## config.mk

```make
export PLATFORM = sky130hd
export DESIGN_NAME = led_color_bit_slot_encoder
export DESIGN_NICKNAME = d
export VERILOG_FILES = /design/src/rtl/core/lcbs_pkg.sv /design/src/rtl/core/led_color_bit_slot_encoder.sv /design/src/rtl/core/lcbs_cfg_regs.sv
export SDC_FILE = /design/constraint.sdc
export NUM_CORES = 1
export LEC_CHECK = 0
export BUFFER_PORTS_ARGS = -buffer_cell sky130_fd_sc_hd__buf_2
export CELL_PAD_IN_SITES_DETAIL_PLACEMENT = 0
export CELL_PAD_IN_SITES_GLOBAL_PLACEMENT = 1
export CORE_MARGIN = 3
export CORE_UTILIZATION = 46
export CTS_CLUSTER_DIAMETER = 150
export DETAILED_ROUTE_END_ITERATION = 10
export PLACE_DENSITY = 0.82
export RECOVER_POWER = 50
export SLEW_MARGIN = 20
export SYNTH_ARGS = -nofsm -noshare
export SYNTH_HDL_FRONTEND = slang
export SYNTH_SLANG_ARGS = --single-unit
```

## constraint.sdc

```tcl
create_clock -name clk_i -period 5 [get_ports clk_i]
set_input_delay 0.75 -clock clk_i [delete_from_list [all_inputs] [get_ports clk_i]]
set_output_delay 0.75 -clock clk_i [all_outputs]
set_load 0.01 [all_outputs]
```

## src/rtl/core/lcbs_pkg.sv

```systemverilog
// Types and constants for the LED color bit-slot encoder.
package lcbs_pkg;

  localparam int unsigned BITS_PER_PIXEL  = 24;
  localparam int unsigned COMPARE_BITS    = 16;
  localparam int unsigned MAX_RESET_SLOTS = 64;
  localparam int unsigned COLOR_MAX       = 255;

  localparam int unsigned COUNT_W = 7;
  localparam int unsigned ADDR_W  = 4;
  localparam int unsigned DATA_W  = 32;

  localparam logic [15:0]        ONE_CODE_RST    = 16'd60;
  localparam logic [15:0]        ZERO_CODE_RST   = 16'd30;
  localparam logic [COUNT_W-1:0] RESET_SLOTS_RST = 7'd50;

  localparam logic [15:0] COMPARE_MASK = 16'((32'd1 << COMPARE_BITS) - 32'd1);

  typedef enum logic [1:0] {
    REG_ONE_CODE    = 2'd0,
    REG_ZERO_CODE   = 2'd1,
    REG_RESET_SLOTS = 2'd2
  } reg_idx_e;

  typedef struct packed {
    logic [15:0]        one_code_compare;
    logic [15:0]        zero_code_compare;
    logic [COUNT_W-1:0] reset_slot_count;
  } cfg_t;

  typedef struct packed {
    logic               command;
    logic signed [15:0] green;
    logic signed [15:0] red;
    logic signed [15:0] blue;
  } in_item_t;

  typedef struct packed {
    logic [15:0] slot_compare;
    logic        last_slot;
  } out_item_t;

endpackage

```

## src/rtl/core/led_color_bit_slot_encoder.sv

```systemverilog
// A word waits in the holding register, moves to the slot shifter and sends its slots
// through the output register, one slot per cycle while the output is not stalled.
// A pixel word gives 24 slots and a latch word reset_slot_count slots clamped to 1..64,
// back to back, except that a one-slot latch leaves a gap before the next word starts.
// A one-word holding register takes the next word while the slot shifter is busy.
// Reset clears all valid flags and loads the registers with 60, 30 and 50.
module led_color_bit_slot_encoder
  import lcbs_pkg::*;
(
  input  logic              clk_i,
  input  logic              rst_ni,
  input  logic              in_valid_i,
  output logic              in_stall_o,
  input  in_item_t          in_item_i,
  output logic              out_valid_o,
  input  logic              out_stall_i,
  output out_item_t         out_item_o,
  input  logic              psel,
  input  logic              penable,
  input  logic              pwrite,
  input  logic [ADDR_W-1:0] paddr,
  input  logic [DATA_W-1:0] pwdata,
  output logic [DATA_W-1:0] prdata,
  output logic              pready
);

  localparam logic [COUNT_W-1:0] PIXEL_SLOTS = COUNT_W'(BITS_PER_PIXEL);
  localparam logic [COUNT_W-1:0] MAX_SLOTS   = COUNT_W'(MAX_RESET_SLOTS);

  function automatic logic [7:0] clamp_color(input logic signed [15:0] v);
    logic [7:0] r;
    if (v < 16'sd0) begin
      r = 8'd0;
    end else if (v > 16'sd255) begin
      r = 8'(COLOR_MAX);
    end else begin
      r = v[7:0];
    end
    return r;
  endfunction

  cfg_t cfg;

  lcbs_cfg_regs u_cfg_regs (
    .clk_i   (clk_i),
    .rst_ni  (rst_ni),
    .psel    (psel),
    .penable (penable),
    .pwrite  (pwrite),
    .paddr   (paddr),
    .pwdata  (pwdata),
    .prdata  (prdata),
    .pready  (pready),
    .cfg_o   (cfg)
  );

  // holding register
  logic                      pend_valid_q, pend_valid_d;
  logic                      pend_cmd_q, pend_cmd_d;
  logic [BITS_PER_PIXEL-1:0] pend_word_q, pend_word_d;
  logic [COUNT_W-1:0]        pend_cnt_q, pend_cnt_d;

  // slot shifter
  logic                      sh_busy_q, sh_busy_d;
  logic                      sh_cmd_q, sh_cmd_d;
  logic [BITS_PER_PIXEL-1:0] sh_word_q, sh_word_d;
  logic [COUNT_W-1:0]        sh_cnt_q, sh_cnt_d;

  // output register
  logic                      out_valid_q, out_valid_d;
  out_item_t                 out_item_q, out_item_d;

  logic               in_accept, out_adv, emit, emit_last, sh_load;
  logic [COUNT_W-1:0] latch_cnt;
  logic [15:0]        one_cmp, zero_cmp;

  assign in_stall_o = pend_valid_q;
  assign in_accept  = in_valid_i && !in_stall_o;
  assign out_adv    = !out_valid_q || !out_stall_i;
  assign emit       = sh_busy_q && out_adv;
  assign emit_last  = emit && (sh_cnt_q == COUNT_W'(1));
  assign sh_load    = pend_valid_q && (!sh_busy_q || emit_last);

  assign one_cmp  = cfg.one_code_compare & COMPARE_MASK;
  assign zero_cmp = cfg.zero_code_compare & COMPARE_MASK;

  always_comb begin
    if (cfg.reset_slot_count == '0) begin
      latch_cnt = COUNT_W'(1);
    end else if (cfg.reset_slot_count > MAX_SLOTS) begin
      latch_cnt = MAX_SLOTS;
    end else begin
      latch_cnt = cfg.reset_slot_count;
    end
  end

  always_comb begin
    pend_valid_d = pend_valid_q;
    pend_cmd_d   = pend_cmd_q;
    pend_word_d  = pend_word_q;
    pend_cnt_d   = pend_cnt_q;
    if (sh_load) begin
      pend_valid_d = 1'b0;
    end
    if (in_accept) begin
      pend_valid_d = 1'b1;
      pend_cmd_d   = in_item_i.command;
      pend_word_d  = {clamp_color(in_item_i.green),
                      clamp_color(in_item_i.red),
                      clamp_color(in_item_i.blue)};
      pend_cnt_d   = in_item_i.command ? latch_cnt : PIXEL_SLOTS;
    end
  end

  always_comb begin
    sh_busy_d = sh_busy_q;
    sh_cmd_d  = sh_cmd_q;
    sh_word_d = sh_word_q;
    sh_cnt_d  = sh_cnt_q;
    if (emit) begin
      sh_word_d = {sh_word_q[BITS_PER_PIXEL-2:0], 1'b0};
      sh_cnt_d  = sh_cnt_q - COUNT_W'(1);
      if (emit_last) begin
        sh_busy_d = 1'b0;
      end
    end
    if (sh_load) begin
      sh_busy_d = 1'b1;
      sh_cmd_d  = pend_cmd_q;
      sh_word_d = pend_word_q;
      sh_cnt_d  = pend_cnt_q;
    end
  end

  always_comb begin
    out_valid_d = out_valid_q;
    out_item_d  = out_item_q;
    if (out_adv) begin
      out_valid_d = emit;
    end
    if (emit) begin
      // latch words send zero compare slots
      if (sh_cmd_q) begin
        out_item_d.slot_compare = '0;
      end else begin
        out_item_d.slot_compare = sh_word_q[BITS_PER_PIXEL-1] ? one_cmp : zero_cmp;
      end
      out_item_d.last_slot = emit_last;
    end
  end

  always_ff @(posedge clk_i or negedge rst_ni) begin
    if (!rst_ni) begin
      pend_valid_q <= 1'b0;
      sh_busy_q    <= 1'b0;
      out_valid_q  <= 1'b0;
    end else begin
      pend_valid_q <= pend_valid_d;
      sh_busy_q    <= sh_busy_d;
      out_valid_q  <= out_valid_d;
    end
  end

  always_ff @(posedge clk_i) begin
    pend_cmd_q  <= pend_cmd_d;
    pend_word_q <= pend_word_d;
    pend_cnt_q  <= pend_cnt_d;
    sh_cmd_q    <= sh_cmd_d;
    sh_word_q   <= sh_word_d;
    sh_cnt_q    <= sh_cnt_d;
    out_item_q  <= out_item_d;
  end

  assign out_valid_o = out_valid_q;
  assign out_item_o  = out_item_q;

endmodule

```

## src/rtl/core/lcbs_cfg_regs.sv

```systemverilog
// APB-style configuration registers of the LED bit-slot encoder.
module lcbs_cfg_regs
  import lcbs_pkg::*;
(
  input  logic              clk_i,
  input  logic              rst_ni,
  input  logic              psel,
  input  logic              penable,
  input  logic              pwrite,
  input  logic [ADDR_W-1:0] paddr,
  input  logic [DATA_W-1:0] pwdata,
  output logic [DATA_W-1:0] prdata,
  output logic              pready,
  output cfg_t              cfg_o
);

  cfg_t     cfg_q, cfg_d;
  reg_idx_e idx;
  logic     wr_en;

  assign pready = 1'b1;
  assign idx    = reg_idx_e'(paddr[3:2]);
  assign wr_en  = psel && penable && pwrite && pready;

  always_comb begin
    cfg_d = cfg_q;
    if (wr_en) begin
      unique case (idx)
        REG_ONE_CODE:    cfg_d.one_code_compare  = pwdata[15:0];
        REG_ZERO_CODE:   cfg_d.zero_code_compare = pwdata[15:0];
        REG_RESET_SLOTS: cfg_d.reset_slot_count  = pwdata[COUNT_W-1:0];
        default: ;
      endcase
    end
  end

  always_comb begin
    unique case (idx)
      REG_ONE_CODE:    prdata = {16'd0, cfg_q.one_code_compare};
      REG_ZERO_CODE:   prdata = {16'd0, cfg_q.zero_code_compare};
      REG_RESET_SLOTS: prdata = {{(DATA_W-COUNT_W){1'b0}}, cfg_q.reset_slot_count};
      default:         prdata = '0;
    endcase
  end

  always_ff @(posedge clk_i or negedge rst_ni) begin
    if (!rst_ni) begin
      cfg_q.one_code_compare  <= ONE_CODE_RST;
      cfg_q.zero_code_compare <= ZERO_CODE_RST;
      cfg_q.reset_slot_count  <= RESET_SLOTS_RST;
    end else begin
      cfg_q <= cfg_d;
    end
  end

  assign cfg_o = cfg_q;

endmodule

```

* Word level (Yosys, flattened, before mapping)
Index checks and enable logic that the tools add are counted.
** Storage, ports and cells
- Bits in registers :: 123
- Bits of input ports :: 92
- Output and inout bits :: 52
- Word-level logic and storage cells :: 69
** Operators by class
- Add/subtract/negate cells :: 1
- Magnitude comparators :: 7
- Eq/ne operators :: 3
- Multiplexer cells :: 16
- Bitwise logic cells :: 1
- Reductions and logical operators :: 23
** Operators with widths (number)
- greater-than comparator 16 x 9 -> 1 bit (second input constant) :: 3
- < comparator 16 x 1 -> 1 bit (second input constant) :: 3
- two-way mux 24 bit :: 2
- case mux 16 bit (3 select lines) :: 1
- two-way mux 8 bit :: 3
- two-way mux 7 bit :: 3
- two-way mux 16 bit :: 1
- AND reduction 2 bit :: 4
- equality test 7 x 1 -> 1 bit (second input constant) :: 1
- greater-than comparator 7 bit (second input constant) :: 1
- logical NOT 7 bit :: 1
- subtractor 7 x 1 -> 7 bit (second input constant) :: 1
- logical AND 1 bit :: 6
- nonzero test 2 bit :: 3
- two-way mux 1 bit :: 5
- two-way mux 5 bit :: 1
- logical NOT 1 bit :: 4
- OR reduction 3 bit :: 1
- equality test 2 x 1 -> 1 bit (second input constant) :: 1
- equality test 2 bit (second input constant) :: 1
- logical NOT 2 bit :: 1
- logical OR 1 bit :: 2
- OR reduction 2 bit :: 1
- inverter 1 bit :: 1

* Logic depth before layout (Yosys ltp)
Gate-level depths: netlist (run 1).
- Word-level depth :: 8
- Gate-level depth with buffers :: 6
- Depth with buffers taken out :: 5

* Modules after synthesis
From an unflattened synthesis (run 1), not the netlist that was laid out.
** Second synthesis, totals
- Cells, all modules :: 401
- Area total of the unflattened synthesis :: 5769.3 µm²
** Modules (own cells, without submodules)
- led_color_bit_slot_encoder :: instances 1, cells an instance 253, area each 3804.9 µm², sequential area each 2507.4 µm²
- lcbs_cfg_regs :: instances 1, cells an instance 148, area each 1964.4 µm², sequential area each 989.7 µm²

* Worst setup path after synthesis (run 1)
No wires, ideal clock.
- Kind :: input port to flip-flop
- Start point :: in out_stall_i
- End point :: reg sh_cnt_q[0], enable pin
- Setup time :: 0.387 ns
- Data arrival time :: 2.417 ns
- Data required time :: 4.613 ns
- Setup slack :: 2.197 ns
- Cell stages on the path :: 2
- Path buffers :: 0
- Path through :: a21oi_1 > a21o_1
** Between the ends
- Cells in the longest elaborated chain, start to end :: 7
** Ends and longest elaborated chain
- start, declared :: RTL line led_color_bit_slot_encoder.sv:16 : input logic out_stall_i,
- logical NOT 1 bit * :: RTL line led_color_bit_slot_encoder.sv:79 : assign out_adv = !out_valid_q || !out_stall_i;
- logical OR 1 bit * :: RTL line led_color_bit_slot_encoder.sv:79
- logical AND 1 bit * :: RTL line led_color_bit_slot_encoder.sv:80 : assign emit = sh_busy_q && out_adv;
- logical AND 1 bit :: RTL line led_color_bit_slot_encoder.sv:81 : assign emit_last = emit && (sh_cnt_q == COUNT_W'(1));
- logical OR 1 bit :: RTL line led_color_bit_slot_encoder.sv:82 : assign sh_load = pend_valid_q && (!sh_busy_q || emit_last);
- logical AND 1 bit :: RTL line led_color_bit_slot_encoder.sv:82
- nonzero test 2 bit (no line) *
- end signal, assigned :: RTL line led_color_bit_slot_encoder.sv:170 : sh_cnt_q <= sh_cnt_d;
- end, declared :: RTL line led_color_bit_slot_encoder.sv:67 : logic [COUNT_W-1:0] sh_cnt_q, sh_cnt_d;
Every way passes the cells marked *; elsewhere a longest branch is shown, timed or not.
A chain may end at the register's enable or synchronous reset.

* Worst setup path after layout (run 1)
- Start point :: in paddr[2]
- End point :: out prdata[5]
** Between the ends
- Cells in the longest elaborated chain, start to end :: 2
- Elaborated cells on any way between the ends :: 4
- Those cells by class :: 2 x eq/ne; 1 x mux; 1 x reduce/logical
** Ends and longest elaborated chain
- start, declared :: RTL line led_color_bit_slot_encoder.sv:21 : input logic [ADDR_W-1:0] paddr,
- equality test 2 bit, or another cell as far along :: RTL line lcbs_cfg_regs.sv:38 : unique case (idx)
- case mux 16 bit (3 select lines) * :: RTL line lcbs_cfg_regs.sv:38
- end, declared :: RTL line led_color_bit_slot_encoder.sv:23 : output logic [DATA_W-1:0] prdata,
Marks and branches as above.

==> results of run 1 <==
==> final timing paths <==
path | start | endpoint | slack (ns) | cells after the start
min | pend_cmd_q$_DFFE_PP_ | sh_cmd_q$_DFFE_PN_ | 0.43 | 0
min in group asynchronous | rst_ni | u_cfg_regs.cfg_o[14]$_DFFE_PN0P_ | 1.02 | 1
max in group asynchronous | rst_ni | u_cfg_regs.cfg_o[2]$_DFFE_PN0P_ | 2.69 | 1
max reg2reg | sh_cnt_q[2]$_DFFE_PP_ | sh_word_q[11]$_DFFE_PP_ | 2.63 | 4
max | paddr[2] | prdata[5] | 1.58 | 5
min reg2reg | pend_cmd_q$_DFFE_PP_ | sh_cmd_q$_DFFE_PN_ | 0.43 | 0
==> placed cells by master (no fill, tap or decap), types with 3 or more instances in the layout <==
master     Yosys  layout
nor2_1        29      29
clkinv_2       0       3
a21oi_1       25      25
inv_1         33      33
buf_2          5      88
dfrtp_1       31      31
nor4_2         4       3
nand2_1       16      16
mux2_4        28      28
conb_1         2      17
clkbuf_16      0      17
or4_1          5       5
mux2i_1       33      33
dfstp_2       11       9
edfxtp_1      81      81
clkbuf_1       4      25
o21ai_0       11      11
clkbuf_8       0       5
mux2_2        38      38
==> power by group <==
group,switching [W],internal (W)
logic,0.000164,0.000170
clock network,0.000411,0.000745
registers,0.0000830,0.00125
total,0.000658,0.00216
==> routing by layer <==
layer	share of wire (%)	up-vias
li1	-	1623
met1	43	1637
met2	49	101
met3	7.0	10
met4	0.98	2
met5	0.063	-
==> cells by family (layout without fill, tap and decap cells) <==
logic type | Yosys count | in the layout
fa+ha+maj | 2 | 2
other cells | 2 | 17
simple gates | 67 | 67
xor+xnor | 4 | 4
compound gates | 41 | 41
mux | 99 | 99
flops | 123 | 123
buf+inv | 66 | 177
==> flip-flops by register name, indices dropped and copies added (netlist names) <==
register	count
pend_cnt_q	7
sh_cmd_q	1
sh_busy_q	1
in_stall_o	1
out_valid_o	1
pend_cmd_q	1
pend_word_q	24
sh_word_q	24
u_cfg_regs.cfg_o	39
out_item_o	17
sh_cnt_q	7
==> through the flow <==
step	hold slack [ns]	setup WS, ns	total power (W)	std cells	cell area [sq um]
finish	0.4328	1.579	0.002821	673	6771
CTS	0.4397	2.225	0.002859	673	6824
global placement	0.4043	2.271	0.001670	641	6255
global route	0.4474	1.452	0.002953	673	6771
floorplan	0.4003	2.197	0.001564	419	5715
detailed placement	0.4306	2.273	0.001690	641	6255
==> worst max-delay path: stages <==
cell	delay, ns
clkbuf_1	1.05
nor2b_1	0.38
nand2_1	0.18
o21ai_0	0.11
buf_2	0.18
==> area by class of cell <==
cell class / instances / area (sq um) / share of cell area, %
clock buffer: 25 / 505.5 / 7.465
clock inverter: 7 / 63.81 / 0.9424
inverter: 33 / 123.9 / 1.829
multi-input combinational: 230 / 1864 / 27.53
sequential: 123 / 3497 / 51.64
tap: 143 / 178.9 / 2.642
timing repair buffer: 112 / 538.0 / 7.945
==> impl_metrics.csv, run 1 <==
group,metric,value,unit
run_status,outcome,"complete, but fails checks",
run_status,violations,"max-capacitance violations, max-slew violations",
yosys,synth-compound-area-share,3.913,%
clock_tree,cts_buffer_depth,2,
place,place_congestion,0.7273,
clock_tree,post_cts_resized,0,
setup_path,worstSetupPathType,"input pin to output port",
clock_tree,path_clk_slew,0.06,ns
yosys,synth_fa_ha_area_share,0.4422,%
yosys,synthesis.area,5659,sq um
routing,ant_nets,0,
grt,grt_pass1_wl,16920,um
grt,grt_pass1_vias,3364,
routing,drc,0,
grt,grt.busiest_layer,"met2",
grt,antenna_found_initial,1,
place,dpl.hpwl,7243,um
grt,grt_use_total,16.75,%
cells_and_area,drive_gt1_share,37.55,%
yosys,post-synth-top-count-cell,"edfxtp_1",
sta,fin_crit_sh,68.41,%
sta,worst_pin_slew,2.262,ns
pwr,vdd_ir_drop_max,0.0002632,V
yosys,muxShareOfSynthArea,20.83,%
place,io_buffers,108,
yosys,synthCells,404,
pwr,powerDensity,416.6,nW/um^2
clock_tree,cts_num_sinks,123,
yosys,synth_top_cell_area_share,42.98,%
cells_and_area,final_core_util,57.82,%
yosys,ys_top_cells_by_count,"81 x edfxtp_1, 38 x mux2_2, 33 x inv_1, 33 x mux2i_1, 31 x dfrtp_1",
flow_run,maxCapViolations,3,
die,start_util,48.32,%
sta,finalSetupViolations,0,
routing,avgRoutedWirePerCell,16.50,um
cells_and_area,final_nets,611,
setup_path,cp-end-kind,"output port",
routing,routed_wirelength,11100,um
yosys,ys_ff_latch,123,
die,die_y,116.9,um
cells_and_area,num_antenna_cells,0,
grt,grt_max_degree,43,
yosys,synth_largest_area_cell,"edfxtp_1",
routing,drt-pass1-iter-count,4,
yosys,synth_top_family_by_area,"multiplexers",
routing,via_per_inst,5.012,
routing,drtIter0Drc,141,
sta,rsz0062_at_grt,"false",
hold_path,hp-class,"flop to flop",
yosys,synth_xor_area_share,0.6191,%
sta,period_needed,3.421,ns
yosys,synth_edf_count,81,
die,row_count,39,
cells_and_area,syn_to_final_growth,19.66,%
clock_tree,clock-root-buffer,"clkbuf_16",
yosys,async_reset_ff_share,34.15,%
grt,use_met1,20.54,%
clock_tree,post_cts_buffers,0,
die,io_pins,144,
die,fp.dieW,116.9,um
setup_path,critPathMaxFanout,20,
sta,setup-tns-final,0,ns
sta,timing.fmax,292.3,MHz
sta,maxSlewViolCount,77,
setup_path,critical_path_arrival,2.67,ns
routing,vias,3373,
setup_path,required,4.25,ns
clock_tree,cts_tree,"done",
clock_tree,cts_hold_buf,0,
die,core,11710,sq um
clock_tree,h-tree-depth,4,
grt,use_met3,7.044,%
yosys,yosys_warnings,0,
clock_tree,numCtsBuffers,17,
sta,slew_headroom,-50.77,%
setup_path,critPathLaunchType,"input pin",
die,dieArea,13670,sq um
yosys,yosysUniqueCellTypes,35,
yosys,yosysSeqAreaShare,61.80,%
sta,hold_viol_final,0,
grt,overflow,0,
pwr,leakage,3.031,nW
yosys,ys.flop_type,"edfxtp_1",
yosys,post_synth_main_area_contributors,"edfxtp_1 43%, dfrtp_1 14%, mux2_2 7.6%",
yosys,synth.avg_cell_area,14.01,sq um
grt,grt_util_met2,26.81,%
yosys,synth-simple-area-share,6.257,%
clock_tree,clk-insertion-delay-late,0.41,ns
sta,finClkSkew,0.01007,ns
cells_and_area,fill_cells,984,
Note: power is estimated with default switching activity, not from simulation.
==> run 2, diff against run 1 <==
--- a/config.mk
+++ b/config.mk
@@ -5,14 +5,15 @@
 export SDC_FILE = /design/constraint.sdc
 export NUM_CORES = 1
 export LEC_CHECK = 0
+export ABC_AREA = 1
 export BUFFER_PORTS_ARGS = -buffer_cell sky130_fd_sc_hd__buf_2
 export CELL_PAD_IN_SITES_DETAIL_PLACEMENT = 0
 export CELL_PAD_IN_SITES_GLOBAL_PLACEMENT = 1
 export CORE_MARGIN = 3
-export CORE_UTILIZATION = 46
+export CORE_UTILIZATION = 40
 export CTS_CLUSTER_DIAMETER = 150
 export DETAILED_ROUTE_END_ITERATION = 10
-export PLACE_DENSITY = 0.82
+export PLACE_DENSITY = 0.77
 export RECOVER_POWER = 50
 export SLEW_MARGIN = 20
 export SYNTH_ARGS = -nofsm -noshare
==> constraint.sdc (replaced) <==
create_clock -name clk_i -period 3.45 [get_ports clk_i]
set_input_delay 0.5175 -clock clk_i [delete_from_list [all_inputs] [get_ports clk_i]]
set_output_delay 0.5175 -clock clk_i [all_outputs]
set_load 0.01 [all_outputs]
==> run 2 against run 1 <==
- worst setup slack lost 0.60 ns
- critical path depth grew 1
- power is 55% higher
- critical path type unchanged
- sequential share of layout area increased by 0.39 points
- the run still ends with max-capacitance violations, max-slew violations left
- core utilization decreased by 8.1 points
- area after synthesis decreased by 0.60%
- largest cell class unchanged
- wire length grew 8.5%
- final cell count grew 29%
- final area decreased by 0.76%
- critical endpoint is now prdata[15]
- combinational power is 97% higher
- clock-buffer cell count shrank 5
- sequential power increased by 53%
==> impl_metrics.csv, run 2 <==
group,metric,value,unit
run_status,violations,"max-capacitance violations, max-slew violations",
yosys,yosys_warnings,0,
routing,ant_nets,0,
sta,hold_viol_final,0,
sta,period_needed,2.467,ns
pwr,p_seq_share,46.7,%
pwr,p_int,0.003182,W
grt,grt_max_degree,43,
yosys,post_synth_main_area_contributors,"edfxtp_1 43%, dfrtp_1 14%, nand2_1 11%",
pwr,leakage,3.081,nW
yosys,synth_edf_count,81,
clock_tree,path_clk_slew,0.05,ns
cells_and_area,fill_cells,1258,
clock_tree,cts_num_sinks,123,
die,core,13510,sq um
pwr,vdd_ir_drop_max,0.0004043,V
routing,avgRoutedWirePerCell,13.91,um
die,row_count,42,
cells_and_area,syn_to_final_growth,19.46,%
yosys,ys_ff_latch,123,
yosys,yosysUniqueCellTypes,30,
cells_and_area,num_antenna_cells,0,
die,die_y,124.6,um
flow_run,maxCapViolations,1,
grt,overflow,0,
hold_path,hp-class,"input pin to flop",
yosys,synthCells,574,
routing,drtIter0Drc,291,
run_status,outcome,"complete, but fails checks",
clock_tree,clk-insertion-delay-late,0.40,ns
routing,drc,0,
grt,grt_pass1_vias,3992,
yosys,synth_largest_area_cell,"edfxtp_1",
yosys,synth.avg_cell_area,9.800,sq um
cells_and_area,final_nets,771,
clock_tree,numCtsBuffers,17,
pwr,comb_power_share,15.1,%
clock_tree,h-tree-depth,4,
setup_path,critPathMaxFanout,17,
place,io_buffers,108,
yosys,async_reset_ff_share,34.15,%
routing,vias,4148,
yosys,ys.flop_type,"edfxtp_1",
sta,slew_headroom,-53.77,%
place,place_inst,834,
cells_and_area,drive_gt1_share,20.43,%
setup_path,cp-end-kind,"output port",
clock_tree,post_cts_buffers,0,
clock_tree,cts_hold_buf,0,
pwr,powerDensity,648.9,nW/um^2
grt,grt_use_total,16.13,%
yosys,post-synth-top-count-cell,"nand2_1",
grt,grt_pass1_wl,20090,um
pwr,p_sw,0.001179,W
setup_path,critPathLaunchType,"input pin",
sta,setup-tns-final,0,ns
clock_tree,post_cts_resized,0,
sta,finalSetupViolations,0,
clock_tree,clock-root-buffer,"clkbuf_16",
sta,maxSlewViolCount,43,
routing,routed_wirelength,12040,um
die,dieArea,15520,sq um
place,dpl.hpwl,8208,um
pwr,swShare,27.02,%
sta,worst_pin_slew,2.307,ns
yosys,ys_top_cells_by_count,"166 x nand2_1, 81 x edfxtp_1, 63 x inv_1",
routing,via_per_inst,4.790,
sta,rsz0062_at_grt,"false",
cells_and_area,layout_commonest_cell,"nand2_1",
yosys,synth_top_cell_area_share,43.24,%
sta,finClkSkew,0.006234,ns
die,fp.dieW,124.6,um
yosys,synthesis.area,5625,sq um
sta,fin_crit_sh,71.52,%
die,io_pins,144,
cells_and_area,layout_common_cells,"168 x nand2_1, 88 x buf_2, 81 x edfxtp_1",
cells_and_area,instances_no_fill,866,
yosys,yosysSeqAreaShare,62.17,%
routing,drt-pass1-iter-count,4,
pwr,p_clk_share,38.3,%
pwr,p_total,0.004361,W
cells_and_area,largest_reg_flops,39,
setup_path,critical_path_arrival,1.95,ns
setup_path,required,2.93,ns
clock_tree,cts_buffer_depth,2,
sta,timing.fmax,405.3,MHz
clock_tree,cts_tree,"done",
place,place_congestion,0.7563,
die,start_util,41.65,%
grt,antenna_found_initial,0,
setup_path,worstSetupPathType,"input pin to output port",
run 2: worst paths after layout:
kind,from,endpoint,slack [ns],depth (start not counted)
max,paddr[2],prdata[15],0.98,6
min,pwdata[8],u_cfg_regs.cfg_o[31]$_DFFE_PN0P_,0.37,3
max reg2reg,sh_cnt_q[1]$_DFFE_PP_,sh_word_q[19]$_DFFE_PP_,1.02,9
min reg2reg,pend_cmd_q$_DFFE_PP_,sh_cmd_q$_DFFE_PN_,0.42,0
max in group asynchronous,rst_ni,u_cfg_regs.cfg_o[38]$_DFFE_PN0P_,1.32,1
min in group asynchronous,rst_ni,u_cfg_regs.cfg_o[31]$_DFFE_PN0P_,0.80,1
run 2: worst max-delay path: stages:
cell	delay [ns]
buf_2	0.11
inv_1	0.08
or2_1	0.11
clkinvlp_2	0.57
a22o_1	0.41
buf_2	0.15
run 2: cell type report:
class | instances | area (sq um) | share of cell area (%)
Sequential cell | 123 | 3497 | 52.04
Clock inverter | 12 | 125.1 | 1.862
Timing Repair Buffer | 112 | 554.3 | 8.248
Tap cell | 176 | 220.2 | 3.277
Clock buffer | 20 | 436.7 | 6.498
Inverter | 66 | 249.0 | 3.705
Multi-Input combinational cell | 357 | 1638 | 24.37
run 2: power by group through the flow:
stage / registers, W / logic (W) / clock network [W]
after floorplan: 0.00204 / 0.000459 / 0
after global placement: 0.00205 / 0.000657 / 0
after detailed placement: 0.00206 / 0.000672 / 0
after CTS: 0.00204 / 0.000677 / 0.00170
after global routing: 0.00207 / 0.000756 / 0.00177
final: 0.00204 / 0.000657 / 0.00167
run 2: cells by family (layout without fill, tap and decap cells):
| family | count (synthesis) | after routing | share of synthesized area [%] |
|---|---|---|---|
| buffers and inverters | 109 | 210 | 9.519 |
| adders and majority gates | 2 | 2 | 0.4448 |
| other | 2 | 17 | 0.1335 |
| AOI/OAI and AO/OA | 101 | 101 | 9.898 |
| and+or+nand+nor | 234 | 234 | 17.37 |
| xor gates and xnor gates | 3 | 3 | 0.4672 |
| DFF | 123 | 123 | 62.17 |
run 2: metrics by stage:
step | hold WS (ns) | area (sq um) | setup WS (ns) | utilization, %
4_1_cts | 0.2897 | 6760 | 1.011 | 50.06
3_5_place_dp | 0.4057 | 6198 | 0.8153 | 45.90
5_1_grt | 0.3697 | 6720 | 0.7888 | 49.76
6_report | 0.3653 | 6720 | 0.9825 | 49.76
2_1_floorplan | 0.2219 | 5682 | 1.241 | -
3_3_place_gp | 0.4039 | 6198 | 0.8789 | 45.90
run 2: layer usage:
metal / up-vias / GRT usage [%] / wire length (um)
li1: 2066 / - / -
met1: 1940 / 22.14 / 5441
met2: 129 / 25.10 / 5703
met3: 13 / 4.288 / 711
met4: 0 / 5.093 / 187
met5: - / 0 / 0
==> run 3, diff against run 2 <==
==> constraint.sdc (replaced) <==
create_clock -name clk_i -period 2.6 [get_ports clk_i]
set_input_delay 0.39 -clock clk_i [delete_from_list [all_inputs] [get_ports clk_i]]
set_output_delay 0.39 -clock clk_i [all_outputs]
set_load 0.01 [all_outputs]
==> run 3 against run 2 <==
- critical endpoint is now prdata[3]
- non-clock buffer count rose by 6
- first-iteration DRC count increased by 1.4%
- combinational power grew 38%
- the flow now finishes without violations
- clock-buffer cell count fell by 2
- core utilization rose by 0.48 points
- worst setup slack worse by 0.49 ns
- sequential share of layout area is 0.50 points lower
- largest cell class unchanged
- clock skew up 0.0028 ns
- sequential power is 31% higher
- final cell count increased by 0.69%
==> impl_metrics.csv, run 3 (same netlist as run 2, synthesis figures left out) <==
group,metric,value,unit
grt,overflow,0,
sta,period_needed,2.106,ns
routing,via_per_inst,4.725,
sta,slew_headroom,33.04,%
sta,finClkSkew,0.009009,ns
grt,grt_use_total,16.05,%
cells_and_area,largest_reg_flops,39,
place,dpl.hpwl,8302,um
clock_tree,post_cts_buffers,0,
grt,grt_max_degree,43,
clock_tree,cts_hold_buf,0,
setup_path,required,2.21,ns
die,io_pins,144,
flow_run,maxCapViolations,0,
setup_path,timing.rr.end,"sh_word_q[14]$_DFFE_PP_",
pwr,p_int,0.004270,W
die,fp.dieW,124.6,um
die,die_y,124.6,um
pwr,p_sw,0.001608,W
sta,hold_viol_final,0,
sta,whs,0.1122,ns
die,dieArea,15520,sq um
sta,maxSlewViolCount,0,
clock_tree,cts_buffer_depth,2,
die,core,13510,sq um
grt,grt_pass1_wl,19870,um
cells_and_area,syn_to_final_growth,20.62,%
hold_path,hp-class,"input pin to async pin",
cells_and_area,seqCellArea,3497,sq um
sta,finalSetupViolations,0,
cells_and_area,layout_common_cells,"169 x nand2_1, 92 x buf_2, 81 x edfxtp_1",
sta,fin_crit_sh,81.02,%
grt,antenna_found_initial,0,
clock_tree,path_clk_slew,0.06,ns
place,place_inst,840,
cells_and_area,num_antenna_cells,0,
cells_and_area,fill_cells,1256,
clock_tree,post_cts_resized,0,
clock_tree,numCtsBuffers,17,
routing,avgRoutedWirePerCell,13.73,um
setup_path,cp-end-kind,"output port",
routing,drtIter0Drc,295,
clock_tree,clock-root-buffer,"clkbuf_16",
routing,ant_nets,0,
cells_and_area,layout_commonest_cell,"nand2_1",
cells_and_area,instances_no_fill,872,
sta,rsz0062_at_grt,"false",
setup_path,r2r_slack,0.79,ns
clock_tree,cts_num_sinks,123,
sta,setup-tns-final,0,ns
pwr,p_seq_share,45.7,%
routing,vias,4120,
pwr,powerDensity,866.3,nW/um^2
die,start_util,41.65,%
cells_and_area,final_nets,777,
clock_tree,clk-insertion-delay-late,0.41,ns
cells_and_area,drive_gt1_share,21.70,%
pwr,swShare,27.36,%
setup_path,critPathLaunchType,"input pin",
clock_tree,cts_tree,"done",
place,io_buffers,108,
place,place_congestion,0.7806,
routing,drc,0,
setup_path,critical_path_arrival,1.72,ns
pwr,leakage,3.136,nW
routing,drt-pass1-iter-count,7,
setup_path,rr_worst_depth,9,
pwr,vdd_ir_drop_max,0.0004838,V
pwr,comb_power_share,15.4,%
setup_path,worstSetupPathType,"input pin to output port",
routing,routed_wirelength,11970,um
grt,grt_pass1_vias,3989,
clock_tree,h-tree-depth,4,
die,row_count,42,
pwr,p_clk_share,39.0,%
run_status,outcome,"completed",
sta,worst_pin_slew,1.002,ns
cells_and_area,multi_input_area,1633,sq um
setup_path,critPathMaxFanout,10,
setup_path,rr_startpoint,"sh_cnt_q[1]$_DFFE_PP_",
sta,timing.fmax,474.7,MHz
==> run 3: changes by cell type in the layout (fill, tap and decap cells not counted), sizes merged <==
| cell | previous run | this run |
|---|---|---|
| clkbuf | 41 | 36 |
| buf | 91 | 100 |
| inv | 65 | 67 |
| clkinv | 8 | 9 |
| clkinvlp | 3 | 2 |
==> run 3: metrics by stage <==
stage	power (W)	utilization (%)	worst slack [ns]	area, sq um
6_report	0.005878	50.24	0.4935	6785
4_1_cts	0.005936	50.57	0.7100	6829
3_5_place_dp	0.003642	46.23	0.7183	6243
5_1_grt	0.006205	50.24	0.4088	6785
2_1_floorplan	0.003311	-	0.4376	5682
3_3_place_gp	0.003605	46.23	0.7532	6243
==> run 3: how the worst max path moves through the flow <==
stage / slack [ns] / cells after the start / from / endpoint
finish: 0.49 / 6 / paddr[3] / prdata[3]
global route: 0.41 / 6 / paddr[3] / prdata[3]
CTS: 0.71 / 6 / paddr[3] / prdata[3]
detailed placement: 0.72 / 9 / out_stall_i / sh_word_q[12]$_DFFE_PP_
global placement: 0.75 / 9 / out_stall_i / sh_word_q[19]$_DFFE_PP_
floorplan: 0.44 / 9 / sh_cnt_q[1]$_DFFE_PP_ / sh_cnt_q[0]$_DFFE_PP_
==> run 3: critical path, cell delays in order <==
cell and delay (ns):
clkbuf_1 0.11, nor2_1 0.55, buf_4 0.30, nand2_1 0.07
o211ai_1 0.10, buf_2 0.19
==> run 3: layout make-up <==
type | count | share of cell area [%]
Timing Repair Buffer | 118 | 8.851
Clock buffer | 18 | 6.472
Tap cell | 176 | 3.245
Clock inverter | 14 | 2.157
Sequential cell | 123 | 51.54
Multi-Input combinational cell | 357 | 24.06
Inverter | 66 | 3.670
==> run 3: power by group through the flow <==
stage	combinational [W]	sequential, W	clock, W
finish	0.000904	0.00268	0.00229
global route	0.00104	0.00272	0.00244
CTS	0.000931	0.00268	0.00232
detailed placement	0.000924	0.00272	0
global placement	0.000906	0.00270	0
floorplan	0.000610	0.00270	0
==> run 3: routing by layer <==
layer	track usage (%)	part of all wire, %	up-vias
met4	5.996	1.2	0
met3	4.674	4.9	12
met2	24.75	48	118
met5	0	0	-
li1	-	-	2076
met1	21.57	46	1914
